### src/hw/rtl/ppcg_pkg.sv
package ppcg_pkg;

  // colour table geometry
  localparam int COLOUR_ENTRIES = 16;
  localparam int IDX_W          = $clog2(COLOUR_ENTRIES);
  localparam int PIX_SLOTS      = 16;
  localparam int POS_W          = $clog2(PIX_SLOTS);
  localparam int PTR_W          = 5;
  localparam int ROWS           = 16;
  localparam int ROW_W          = $clog2(ROWS);

  // item modes
  localparam logic [2:0] MODE_RENDER    = 3'd0;
  localparam logic [2:0] MODE_SET_PTR   = 3'd1;
  localparam logic [2:0] MODE_WRITE     = 3'd2;
  localparam logic [2:0] MODE_READ_BYTE = 3'd3;
  localparam logic [2:0] MODE_READ_PTR  = 3'd4;

  // pixel formats
  localparam logic [2:0] FMT_PAGE1     = 3'd0;
  localparam logic [2:0] FMT_PAGE2     = 3'd1;
  localparam logic [2:0] FMT_40COL     = 3'd2;
  localparam logic [2:0] FMT_80COL     = 3'd3;
  localparam logic [2:0] FMT_2BPP      = 3'd4;
  localparam logic [2:0] FMT_4BPP      = 3'd5;
  localparam logic [2:0] FMT_OVER      = 3'd6;
  localparam logic [2:0] FMT_TRIPLE    = 3'd7;

  // column width codes
  localparam logic [1:0] WSEL_4 = 2'd0;
  localparam logic [1:0] WSEL_8 = 2'd1;

  // register indexes
  localparam logic CFG_PIXEL_FORMAT = 1'b0;
  localparam logic CFG_COLUMN_WIDTH = 1'b1;

  localparam logic [2:0] FMT_RESET  = FMT_40COL;
  localparam logic [1:0] WSEL_RESET = WSEL_8;

  typedef logic [IDX_W-1:0] cidx_t;
  typedef cidx_t [PIX_SLOTS-1:0] cidx_row_t;
  typedef logic [11:0] colour_t;

  localparam colour_t DEFAULT_COLOURS [COLOUR_ENTRIES] = '{
    12'h000, 12'hf55, 12'h0f0, 12'hff0, 12'h55f, 12'hf0f, 12'h5ff, 12'hfff,
    12'haaa, 12'hfaa, 12'hafa, 12'hffa, 12'h5af, 12'hfaf, 12'haff, 12'hfa5
  };

  // one column or read result handed to the serializer
  typedef struct packed {
    cidx_row_t        idx;
    logic [POS_W-1:0] last_pos;
    logic             is_read;
    logic [7:0]       rd;
  } ser_load_t;

  // register item side effects on the palette store
  typedef struct packed {
    logic       set_ptr;
    logic       write;
    logic       advance;
    logic [7:0] data;
  } pal_cmd_t;

endpackage

### src/hw/rtl/palette_pixel_column_generator_unit.sv
// channel | direction | handshake            | payload
// in      | sink      | in_tvalid/in_tready   | tuser mode, tdata column bytes, write_data
// out     | source    | out_tvalid/out_tready | tdata colour, read_data; tlast
// cfg     | sink      | cfg_valid/cfg_ready   | cfg_index, cfg_data
//
// a render item gives 4, 8 or 16 results, one per cycle unless out_tready stalls,
// set by the slot counter of the serializer and the single colour table read port;
// read items give one result, pointer set and byte write items give none.
// an item passes the input register, the serializer and the output register in turn.
// rst_n is synchronous; it restores the default colour table and zero palette bytes.
// out_tready low stalls the serializer and, once it is full, the input register.
module palette_pixel_column_generator_unit (
  input  logic        clk,
  input  logic        rst_n,
  input  logic        in_tvalid,
  output logic        in_tready,
  input  logic [23:0] in_tdata,   // pixel_byte, attribute_byte, write_data
  input  logic [2:0]  in_tuser,   // mode
  output logic        out_tvalid,
  input  logic        out_tready,
  output logic [23:0] out_tdata,  // pixel_colour, read_data, zero pad
  output logic        out_tlast,
  input  logic        cfg_valid,
  output logic        cfg_ready,
  input  logic        cfg_index,
  input  logic [2:0]  cfg_data
);
  import ppcg_pkg::*;

  logic [2:0] fmt_r;
  logic [1:0] wsel_r;

  logic       in_v_r;
  logic [2:0] mode_r;
  logic [7:0] b0_r;
  logic [7:0] b1_r;
  logic [7:0] wd_r;

  logic             ser_free;
  logic             consume;
  ser_load_t        load;
  logic             load_valid;
  pal_cmd_t         cmd;
  cidx_t            colour_idx;
  colour_t          colour;
  logic [PTR_W-1:0] pointer;
  logic [7:0]       pointer_byte;
  cidx_row_t        idx;
  logic [POS_W-1:0] last_pos;

  // configuration registers
  assign cfg_ready = 1'b1;

  always_ff @(posedge clk) begin
    if (!rst_n) begin
      fmt_r  <= FMT_RESET;
      wsel_r <= WSEL_RESET;
    end else if (cfg_valid) begin
      if (cfg_index == CFG_PIXEL_FORMAT) fmt_r <= cfg_data;
      else wsel_r <= cfg_data[1:0];
    end
  end

  // input register
  assign consume   = in_v_r && ser_free;
  assign in_tready = !in_v_r || ser_free;

  always_ff @(posedge clk) begin
    if (!rst_n) begin
      in_v_r <= 1'b0;
    end else if (in_tready) begin
      in_v_r <= in_tvalid;
    end
  end

  always_ff @(posedge clk) begin
    if (in_tready && in_tvalid) begin
      mode_r <= in_tuser;
      b0_r   <= in_tdata[7:0];
      b1_r   <= in_tdata[15:8];
      wd_r   <= in_tdata[23:16];
    end
  end

  ppcg_column_decode u_decode (
    .pixel_format        (fmt_r),
    .column_width_select (wsel_r),
    .pixel_byte          (b0_r),
    .attribute_byte      (b1_r),
    .idx                 (idx),
    .last_pos            (last_pos)
  );

  // register item side effects, taken when the item leaves the input register
  always_comb begin
    cmd.set_ptr = consume && (mode_r == MODE_SET_PTR);
    cmd.write   = consume && (mode_r == MODE_WRITE);
    cmd.advance = consume && (mode_r == MODE_READ_BYTE);
    cmd.data    = wd_r;
  end

  ppcg_palette u_palette (
    .clk          (clk),
    .rst_n        (rst_n),
    .cmd          (cmd),
    .colour_idx   (colour_idx),
    .colour       (colour),
    .pointer      (pointer),
    .pointer_byte (pointer_byte)
  );

  // serializer load for render and read items
  always_comb begin
    load.idx      = idx;
    load.last_pos = last_pos;
    load.is_read  = mode_r != MODE_RENDER;
    load.rd       = (mode_r == MODE_READ_BYTE) ? pointer_byte : 8'(pointer);
    if (mode_r != MODE_RENDER) load.last_pos = '0;
    load_valid = consume && (mode_r == MODE_RENDER || mode_r == MODE_READ_BYTE ||
                             mode_r == MODE_READ_PTR);
  end

  ppcg_serializer u_serializer (
    .clk        (clk),
    .rst_n      (rst_n),
    .load_valid (load_valid),
    .load       (load),
    .ser_free   (ser_free),
    .colour_idx (colour_idx),
    .colour     (colour),
    .out_tvalid (out_tvalid),
    .out_tready (out_tready),
    .out_tdata  (out_tdata),
    .out_tlast  (out_tlast)
  );

  // a read result carries no colour and closes its item
  a_read_result: assert property (@(posedge clk) disable iff (!rst_n)
    out_tvalid && out_tdata[19:12] != 8'd0 |-> out_tdata[11:0] == 12'd0 && out_tlast)
    else $error("read result with colour or without last");

  // a held input item is not dropped while the serializer is busy
  a_hold_input: assert property (@(posedge clk) disable iff (!rst_n)
    in_v_r && !ser_free |=> in_v_r)
    else $error("input item lost while serializer busy");

  // a stalled result keeps its data
  a_free_on_move: assert property (@(posedge clk) disable iff (!rst_n)
    out_tvalid && !out_tready && !ser_free |=> $stable(out_tdata))
    else $error("output register changed while stalled");

endmodule

### src/hw/rtl/ppcg_column_decode.sv
module ppcg_column_decode (
  input  logic [2:0]                        pixel_format,
  input  logic [1:0]                        column_width_select,
  input  logic [7:0]                        pixel_byte,
  input  logic [7:0]                        attribute_byte,
  output ppcg_pkg::cidx_row_t               idx,
  output logic [ppcg_pkg::POS_W-1:0]        last_pos
);
  import ppcg_pkg::*;

  function automatic cidx_t triple_map(input logic [3:0] code);
    cidx_t r;
    if (!code[3]) r = cidx_t'(0);
    else if (code[3:2] == 2'b11) r = cidx_t'(12);
    else if (code == 4'd11) r = cidx_t'(10);
    else r = cidx_t'(code);
    return r;
  endfunction

  logic [7:0] bits;
  cidx_t      c0;
  cidx_t      c1;

  // two-colour source for the page and 40-column formats
  always_comb begin
    bits = pixel_byte;
    c0   = cidx_t'(8);
    c1   = cidx_t'(9);
    if (pixel_format == FMT_PAGE2) begin
      bits = attribute_byte;
      c1   = cidx_t'(10);
    end else if (pixel_format == FMT_40COL) begin
      c0 = cidx_t'(attribute_byte[3:0]);
      c1 = cidx_t'(attribute_byte[7:4]);
    end
  end

  // per-slot colour indexes
  always_comb begin
    idx = '0;
    unique case (pixel_format)
      FMT_PAGE1, FMT_PAGE2, FMT_40COL: begin
        for (int i = 0; i < 8; i++) idx[i] = bits[7-i] ? c1 : c0;
        for (int i = 8; i < PIX_SLOTS; i++) idx[i] = c0;
      end
      FMT_80COL: begin
        for (int i = 0; i < 8; i++) begin
          idx[2*i]   = cidx_t'(pixel_byte[7-i]);
          idx[2*i+1] = cidx_t'(attribute_byte[7-i]);
        end
      end
      FMT_2BPP: begin
        for (int i = 0; i < 4; i++) begin
          idx[i]   = cidx_t'(pixel_byte[6-2*i +: 2]);
          idx[4+i] = cidx_t'(attribute_byte[6-2*i +: 2]);
        end
      end
      FMT_4BPP: begin
        idx[0] = cidx_t'(pixel_byte[7:4]);
        idx[1] = cidx_t'(pixel_byte[3:0]);
        idx[2] = cidx_t'(attribute_byte[7:4]);
        idx[3] = cidx_t'(attribute_byte[3:0]);
      end
      FMT_TRIPLE: begin
        idx[0] = triple_map(pixel_byte[7:4]);
        idx[1] = triple_map(pixel_byte[3:0]);
        idx[2] = triple_map(attribute_byte[7:4]);
        idx[3] = triple_map(attribute_byte[3:0]);
      end
      FMT_OVER: begin
        // bank 0 wins over bank 1, neither gives the background
        for (int i = 0; i < 8; i++) begin
          idx[i] = pixel_byte[7-i] ? cidx_t'(9) :
                   (attribute_byte[7-i] ? cidx_t'(10) : cidx_t'(8));
        end
        for (int i = 8; i < PIX_SLOTS; i++) idx[i] = cidx_t'(8);
      end
      default: idx = '0;
    endcase
  end

  // last slot from the width code, the unused codes acting as 16 pixels
  always_comb begin
    unique case (column_width_select)
      WSEL_4:  last_pos = POS_W'(3);
      WSEL_8:  last_pos = POS_W'(7);
      default: last_pos = POS_W'(PIX_SLOTS - 1);
    endcase
  end

endmodule

### src/hw/rtl/ppcg_palette.sv
module ppcg_palette (
  input  logic                          clk,
  input  logic                          rst_n,
  input  ppcg_pkg::pal_cmd_t            cmd,
  input  ppcg_pkg::cidx_t               colour_idx,
  output ppcg_pkg::colour_t             colour,
  output logic [ppcg_pkg::PTR_W-1:0]    pointer,
  output logic [7:0]                    pointer_byte
);
  import ppcg_pkg::*;

  logic [PTR_W-1:0] ptr_r;
  logic [PTR_W-1:0] ptr_nxt;
  logic [15:0]      bytes_r [ROWS];
  colour_t          table_r [COLOUR_ENTRIES];

  logic [ROW_W-1:0] row;
  logic [15:0]      pair;
  logic [15:0]      pair_nxt;

  // each row holds the even byte low and the odd byte high
  assign row          = ptr_r[PTR_W-1:1];
  assign pair         = bytes_r[row];
  assign pointer_byte = ptr_r[0] ? pair[15:8] : pair[7:0];
  assign pointer      = ptr_r;
  assign colour       = table_r[colour_idx];

  always_comb begin
    pair_nxt = pair;
    if (ptr_r[0]) pair_nxt[15:8] = cmd.data;
    else pair_nxt[7:0] = cmd.data;
  end

  // pointer update
  always_comb begin
    ptr_nxt = ptr_r;
    if (cmd.set_ptr) ptr_nxt = cmd.data[PTR_W-1:0];
    else if (cmd.write || cmd.advance) ptr_nxt = ptr_r + PTR_W'(1);
  end

  always_ff @(posedge clk) begin
    if (!rst_n) begin
      ptr_r <= '0;
    end else begin
      ptr_r <= ptr_nxt;
    end
  end

  // palette bytes and colour table, rebuilt one entry per byte write
  always_ff @(posedge clk) begin
    if (!rst_n) begin
      for (int i = 0; i < ROWS; i++) bytes_r[i] <= '0;
      for (int i = 0; i < COLOUR_ENTRIES; i++) table_r[i] <= DEFAULT_COLOURS[i];
    end else if (cmd.write) begin
      bytes_r[row] <= pair_nxt;
      table_r[row] <= {pair_nxt[3:0], pair_nxt[7:4], pair_nxt[11:8]};
    end
  end

endmodule

### src/hw/rtl/ppcg_serializer.sv
module ppcg_serializer (
  input  logic                  clk,
  input  logic                  rst_n,
  input  logic                  load_valid,
  input  ppcg_pkg::ser_load_t   load,
  output logic                  ser_free,
  output ppcg_pkg::cidx_t       colour_idx,
  input  ppcg_pkg::colour_t     colour,
  output logic                  out_tvalid,
  input  logic                  out_tready,
  output logic [23:0]           out_tdata,
  output logic                  out_tlast
);
  import ppcg_pkg::*;

  logic             ser_v_r;
  ser_load_t        cur_r;
  logic [POS_W-1:0] pos_r;
  logic             adv;
  logic             at_last;

  logic             out_v_r;
  colour_t          out_colour_r;
  logic [7:0]       out_rd_r;
  logic             out_last_r;

  assign adv        = ser_v_r && (!out_v_r || out_tready);
  assign at_last    = pos_r == cur_r.last_pos;
  assign ser_free   = !ser_v_r || (adv && at_last);
  assign colour_idx = cur_r.idx[pos_r];

  // column hold and slot counter
  always_ff @(posedge clk) begin
    if (!rst_n) begin
      ser_v_r <= 1'b0;
      pos_r   <= '0;
    end else if (ser_free) begin
      ser_v_r <= load_valid;
      pos_r   <= '0;
    end else if (adv) begin
      pos_r <= pos_r + POS_W'(1);
    end
  end

  always_ff @(posedge clk) begin
    if (ser_free && load_valid) cur_r <= load;
  end

  // output register, one transfer per slot
  always_ff @(posedge clk) begin
    if (!rst_n) begin
      out_v_r <= 1'b0;
    end else if (adv) begin
      out_v_r <= 1'b1;
    end else if (out_tready) begin
      out_v_r <= 1'b0;
    end
  end

  always_ff @(posedge clk) begin
    if (adv) begin
      out_colour_r <= cur_r.is_read ? '0 : colour;
      out_rd_r     <= cur_r.is_read ? cur_r.rd : 8'd0;
      out_last_r   <= at_last;
    end
  end

  assign out_tvalid = out_v_r;
  assign out_tdata  = {4'd0, out_rd_r, out_colour_r};
  assign out_tlast  = out_last_r;

endmodule

### config.mk
export PLATFORM = sky130hd
export DESIGN_NAME = palette_pixel_column_generator_unit
export DESIGN_NICKNAME = d
export VERILOG_FILES = /design/src/hw/rtl/ppcg_pkg.sv /design/src/hw/rtl/palette_pixel_column_generator_unit.sv /design/src/hw/rtl/ppcg_column_decode.sv /design/src/hw/rtl/ppcg_palette.sv /design/src/hw/rtl/ppcg_serializer.sv
export SDC_FILE = /design/constraint.sdc
export NUM_CORES = 1
export LEC_CHECK = 0
export BUFFER_PORTS_ARGS = -buffer_cell sky130_fd_sc_hd__clkbuf_2
export CORE_AREA = 2 2 203 405
export DETAILED_ROUTE_END_ITERATION = 16
export DIE_AREA = 0 0 205 407
export MAX_ROUTING_LAYER = met4
export SLEW_MARGIN = 20
export SYNTH_ARGS = -nofsm -noshare
export SYNTH_HDL_FRONTEND = slang
export SYNTH_SLANG_ARGS = --single-unit
### constraint.sdc
create_clock -name clk -period 4.7 [get_ports clk]
set_input_delay 0.235 -clock clk [delete_from_list [all_inputs] [get_ports clk]]
set_output_delay 0.235 -clock clk [all_outputs]
set_load 0.03 [all_outputs]
==> metrics, run 1 <==
Remaining DRCs=0; die height=407 µm; Post-CTS Resized=0; Ant. Diodes=0; Starting DRT DRC Count=1459; Slew @ Worst Pin=1.178 ns; Tmin final=3.784 ns; cts bufs inserted=43; GRT Total Usage=0.1894; Worst R2R Setup Slack=0.92 ns; mapped cell area=0.02390 mm²; critical path cell sequence=mux4_2 -> mux2i_4 -> mux2_2 -> a221oi_1 -> a32oi_1 -> nand4_1 -> o21ai_1; antenna violations before repair=1; final WL=77060 µm; crit share post-route=0.8051; Clock Skew=0.02807 ns; global-route wire length before repair=110500 µm; multiplexer area fraction after synthesis=0.1365; Clock Sinks=506; CP endpoint=u_serializer.out_colour_r[9]; Fin Setup TNS=0 ns; clk root buf=clkbuf_16; largest net degree at the start of global routing=49; Comb pwr share=0.078; Synth area leaders=edfxtp_1 (61%), mux4_2 (8.1%), nor2_1 (4.9%), nand2_1 (3.4%), mux2i_1 (2.6%); critical path startpoint category=flip-flop; Pwr Total=9.461 mW; Worst slew margin=0.2148; Initial Util=0.2980; fin cells=2982; Hold Path Class=in2reg; Hold WS=0.05623 ns; 1st-pass router iterations=5; top cell family by delay on the critical path=multiplexers; critical path arrival=4.11 ns; Power Dens Cells=348.7 mW/mm²; Crit path buffers/inverters=0; largest family of logic cells by synthesized area=multiplexers; Worst-Skew Late Latency=0.58 ns; yosys synthesis warning count=0; CP startpoint=u_serializer.pos_r[3]; Post-synth ARST share=0; Post-DP Area=0.02541 mm²; IO Count=64; crit end category=flip-flop; r2r endpoint=u_serializer.out_colour_r[9]; DP Wirelength=55410 µm; status=finished, final reports clean; cell leakage power=8.590 nW; Clock transition at path regs=0.07 ns; critical path class=reg2reg; most common cell in the netlist=edfxtp_1; setup bufs post-CTS=0; cell count along the critical path=7; reg2reg start=u_serializer.pos_r[3]; Synth Area in Adders=0.001047; DP Cell Count=2869; total gr overflow=0; H-Tree Level Count=2; Internal=7.217 mW; Max Cap Viol=0; Critical Path RT=5.02 ns; ys flop type=edfxtp_1; final hold viol count=0; Via density=5.368; Max Transition Viols Final=0; library cells used by synthesis=68; post-synthesis xor/xnor area fraction=0.001833; Synth Area in Simple Gates=0.1261; Psw=2.243 mW; Yosys top cell area share=0.6095; Clock Power Share=0.379; worst r2r path cells=7; Post-synth EDFFs=485; Crit path largest cell delay=0.96 ns; Port-buffer cells=58; Fmax achieved=264.3 MHz; core area=0.08019 mm²; Sw Share=0.2371; Design Area, Final=0.02713 mm²; RSZ-0062 raised after global routing=false; commonest cells in the synthesized netlist=edfxtp_1 (485), nor2_1 (314), nand2_1 (217); Max clock buf depth=3; Post-CTS Hold Buffers=35; Yosys top cell by area=edfxtp_1; Detail Route Antenna Nets=0; CP max stage cell=a221oi_1; CP max FO=14; Max IR drop VDD=353.4 µV; # rows=147; die width=205 µm; RD Place Congestion=1.014; vias in the first global route=16.17k; Nets=1944; post-synthesis average cell area=12.94 µm²; DR vias=16.01k; die area=0.08344 mm²; FF+latch count, synth=506; Seq pwr share=0.543; compound-gate portion of the synthesized area=0.07383; endpoints failing setup=0; register area share after synthesis=0.6270; fraction of layout cells with a size suffix above 1=0.1759; CTS tree=built; cell count after synthesis=1847; WL per Instance=25.84 µm; Syn-to-layout area delta=13.52%
-- through the flow --
stage | utilization | worst slack [ns]
final | 0.3383 | 0.9161
after global routing | 0.3383 | 0.8477
after CTS | 0.3381 | 1.038
after detailed placement | 0.3169 | 1.050
after floorplan | - | 0.8160
after global placement | 0.3169 | 1.075
-- registers in the layout, indices dropped and copies added, names as in the netlist, named ones only --
register / count
u_palette.bytes_r: 222
u_palette.table_r: 160
u_serializer.cur_r: 55
u_serializer.out_colour_r: 12
b0_r: 8
b1_r: 8
u_serializer.out_rd_r: 8
wd_r: 8
u_palette.pointer: 5
u_serializer.pos_r: 4
fmt_r: 3
mode_r: 3
wsel_r: 2
in_v_r: 1
u_serializer.out_tlast: 1
u_serializer.out_tvalid: 1
u_serializer.ser_v_r: 1
-- worst min path at each step --
stage,cells past startpoint,startpoint,to,slack [ns]
CTS,4,cfg_valid,wsel_r[1],0.02
global placement,1,in_tdata[1],b0_r[1],0.41
floorplan,0,in_tdata[0],b0_r[0],0.33
global route,4,cfg_index,wsel_r[1],0.07
finish,4,cfg_valid,wsel_r[1],0.06
detailed placement,1,in_tdata[20],wd_r[4],0.41
-- cell families after synthesis --
logic type / Yosys count
flip-flops: 506
multiplexers: 195
buffers and inverters: 165
XOR/XNOR: 5
AND/OR/NAND/NOR: 701
AO/OA/AOI/OAI: 271
adder cells (fa/ha/maj): 2
other: 2
-- layout make-up --
type | count | area, µm²
timing repair buffer | 165 | 1281
fill | 7926 | 53060
tap | 1043 | 1305
multi-input combinational | 1179 | 8154
inverter | 11 | 41.29
sequential | 506 | 14990
clock inverter | 22 | 188.9
clock buffer | 56 | 1167
-- worst min-delay path, stage by stage --
cell	delay [ns]
clkbuf_2	0.12
nand2_1	0.08
nand2_1	0.06
a21boi_0	0.07
-- per-layer routing --
layer / vias up / wire [µm] / share of wire / GRT usage
li1: 6966 / - / - / -
met1: 8066 / 23890 / 0.31 / 0.1720
met2: 732 / 42070 / 0.55 / 0.3528
met3: 244 / 3877 / 0.050 / 0.02077
met4: 0 / 7219 / 0.094 / 0.1504
met5: - / 0 / 0 / -
-- power by group through the flow --
stage	registers [mW]	clock network, mW	logic [mW]
2_1_floorplan	5.20	0	0.436
3_5_place_dp	5.24	0	0.703
6_report	5.14	3.58	0.737
3_3_place_gp	5.23	0	0.698
4_1_cts	5.14	3.62	0.728
5_1_grt	5.15	3.75	0.771
-- layout by cell type (no fill, tap or decap), types with 44 or more instances in the layout --
cell       Yosys  layout
edfxtp_1     485     485
nor2_1       314     312
nand2_1      217     217
mux4_2        86      86
o21ai_0       78      78
buf_4         16      64
mux2i_1       61      61
clkbuf_2       1      58
a21oi_1       51      51
clkbuf_16      0      45
nand3_1       44      44
No activity file was read; power rests on OpenSTA's default activity.
==> run 2, diff against run 1 <==
==> constraint.sdc (replaced) <==
create_clock -name clk -period 3.4 [get_ports clk]
set_input_delay 0.17 -clock clk [delete_from_list [all_inputs] [get_ports clk]]
set_output_delay 0.17 -clock clk [all_outputs]
set_load 0.03 [all_outputs]
==> metrics, run 2 (synthesized netlist as in run 1, its figures left out) <==
commonest non-fill, non-tap cells in the layout=edfxtp_1 (485), nor2_1 (312), nand2_1 (217); final WL=74780 µm (-3.0%); CTS tree=built; RSZ-0062 raised after global routing=false; die area=0.08344 mm² (unchanged); Fmax achieved=314.2 MHz (+19%); max reg flops=222 (unchanged); Comb pwr share=0.079 (about the same); Slew @ Worst Pin=0.9224 ns (-0.2555 ns); commonest non-fill, non-tap cell in the layout=edfxtp_1; GRT Total Usage=0.1845 (-0.004933); Starting DRT DRC Count=1361 (-6.7%); Via density=5.323 (-0.84%); fraction of layout cells with a size suffix above 1=0.1958 (+0.01992); Ant. Diodes=0 (unchanged); Tmin final=3.182 ns (-0.6016 ns); WL per Instance=24.64 µm (-4.7%); critical path startpoint category=flip-flop; Detail Route Antenna Nets=0 (unchanged); crit end category=flip-flop; Worst-Skew Late Latency=0.60 ns (+0.02 ns); total gr overflow=0 (unchanged); antenna violations before repair=0 (-1); Psw=3.138 mW (+40%); Internal=10.38 mW (+44%); Syn-to-layout area delta=16.90%; global-route wire length before repair=109400 µm (-0.97%); Design Area, Final=0.02793 mm² (+3.0%); cell leakage power=8.991 nW (+4.7%); Pwr Total=13.52 mW (+43%); Initial Util=0.2980 (unchanged); Max Cap Viol=0 (unchanged); die width=205 µm (unchanged); worst r2r path cells=8 (+1); Worst slew margin=0.3828 (+0.1680); Hold Path Class=in2reg; endpoints failing setup=0 (unchanged); Seq pwr share=0.525 (-0.018); Clock Sinks=506 (unchanged); cts bufs inserted=46 (+7.0%); Port-buffer cells=58 (unchanged); clk root buf=clkbuf_16; cell count along the critical path=8 (+1); critical path arrival=3.51 ns (-0.60 ns); RD Place Congestion=0.9404 (-7.2%); critical path class=reg2reg; Worst Hold Depth=4 (unchanged); Max clock buf depth=3 (unchanged); DR vias=16.16k (+0.92%); Clock Power Share=0.396 (+0.017); Crit path buffers/inverters=1 (+1); DP Wirelength=52170 µm (-5.8%); CP max FO=13 (-1); Power Dens Cells=483.9 mW/mm² (+39%); Sw Share=0.2322 (-0.004962); Post-DP Area=0.02602 mm² (+2.4%); Clock Skew=0.02372 ns (-0.004350 ns); status=finished, final reports clean; CP max stage cell=mux4_2; fin cells=3035 (+1.8%); Nets=1996 (+2.7%); top cell family by delay on the critical path=multiplexers; 1st-pass router iterations=5 (unchanged); Fin Setup TNS=0 ns (unchanged); Max Transition Viols Final=0 (unchanged); vias in the first global route=16.81k (+3.9%); Top Registers=u_palette.bytes_r (222), u_palette.table_r (160), u_serializer.cur_r (55); Max IR drop VDD=405.5 µV (+15%); Critical Path RT=3.72 ns (-1.30 ns); crit share post-route=0.9360 (+0.1309); die height=407 µm (unchanged); largest net degree at the start of global routing=57 (+16%); setup bufs post-CTS=0 (unchanged); IO Count=64 (unchanged); Largest Register=u_palette.bytes_r; Remaining DRCs=0 (unchanged); H-Tree Level Count=2 (unchanged); critical path cell sequence=mux4_2 -> mux2i_4 -> buf_4 -> mux2_2 -> a221oi_1 -> a32oi_1 -> nand4_1 -> o21ai_1; fillers=7899 (-0.34%); Crit path largest cell delay=0.56 ns (-0.40 ns); Clock transition at path regs=0.07 ns (about the same); core area=0.08019 mm² (unchanged); DP Cell Count=2913 (+1.5%); final hold viol count=0 (unchanged); # rows=147 (unchanged)
run 2: cell types whose count changed in the layout (fill, tap and decap cells not counted), moves of 2 or more:
cell | previous run | this run
buf_12 | 8 | 30
buf_4 | 64 | 85
bufinv_16 | 3 | 5
clkbuf_16 | 45 | 49
clkinv_2 | 7 | 5
clkinvlp_4 | 1 | 3
dlygate4sd3_1 | 35 | 40
inv_6 | 3 | 1
run 2: metal layers:
layer	share of wire	global-route usage
met5	0	-
met4	0.073	0.1190
met3	0.051	0.01726
met2	0.55	0.3444
met1	0.33	0.1801
run 2: through the flow:
stage	hold slack, ns	setup slack, ns	utilization
floorplan	0.2689	0.3899	-
global placement	0.3467	0.007879	0.3244
detailed placement	0.3486	-0.01541	0.3244
CTS	0.04087	0.1643	0.3483
global route	0.07387	0.1273	0.3483
finish	0.05701	0.2176	0.3483
run 2: final cells by class:
class                   instances  area, µm²  share of cell area
clock buffers                  59       1264             0.04524
repair buffers                214       1941             0.06947
multi-input cells            1179       8148              0.2917
flip-flops and latches        506      14990              0.5366
clock inverters                23      245.2            0.008779
well taps                    1043       1305             0.04672
inverters                      11      41.29            0.001478
run 2: final timing paths:
path	startpoint	to	slack, ns
max	u_serializer.pos_r[1]	u_serializer.out_colour_r[8]	0.22
min reg2reg	u_serializer.cur_r[2]	u_serializer.out_rd_r[2]	0.55
min	cfg_index	fmt_r[0]	0.06
max reg2reg	u_serializer.pos_r[1]	u_serializer.out_colour_r[8]	0.22
run 2: power by group through the flow:
stage	combinational [mW]	sequential, mW	clock, mW
after detailed placement	1.02	7.23	0
final	1.06	7.10	5.36
after CTS	1.06	7.10	5.42
after global placement	1.01	7.22	0
after floorplan	0.603	7.18	0
after global routing	1.12	7.11	5.62
run 2: repair_timing:
| action | 4_1_cts | 5_1_grt |
|---|---|---|
| hold buffers | 40 | 0 |
| resized for setup | 1 | 1 |
| pin swaps | 0 | 1 |
| setup endpoints to repair | 1 | 2 |
| cloned | 0 | 0 |
| hold endpoints to repair | 35 | 0 |
run 2: worst reg2reg max path: cells and delay by family (launching register included):
kind                   cells  cell delay (ns)
muxes                      3             1.11
AOI/OAI and AO/OA          3             0.80
DFF                        1             0.44
and+or+nand+nor            1             0.33
buffers and inverters      1             0.26
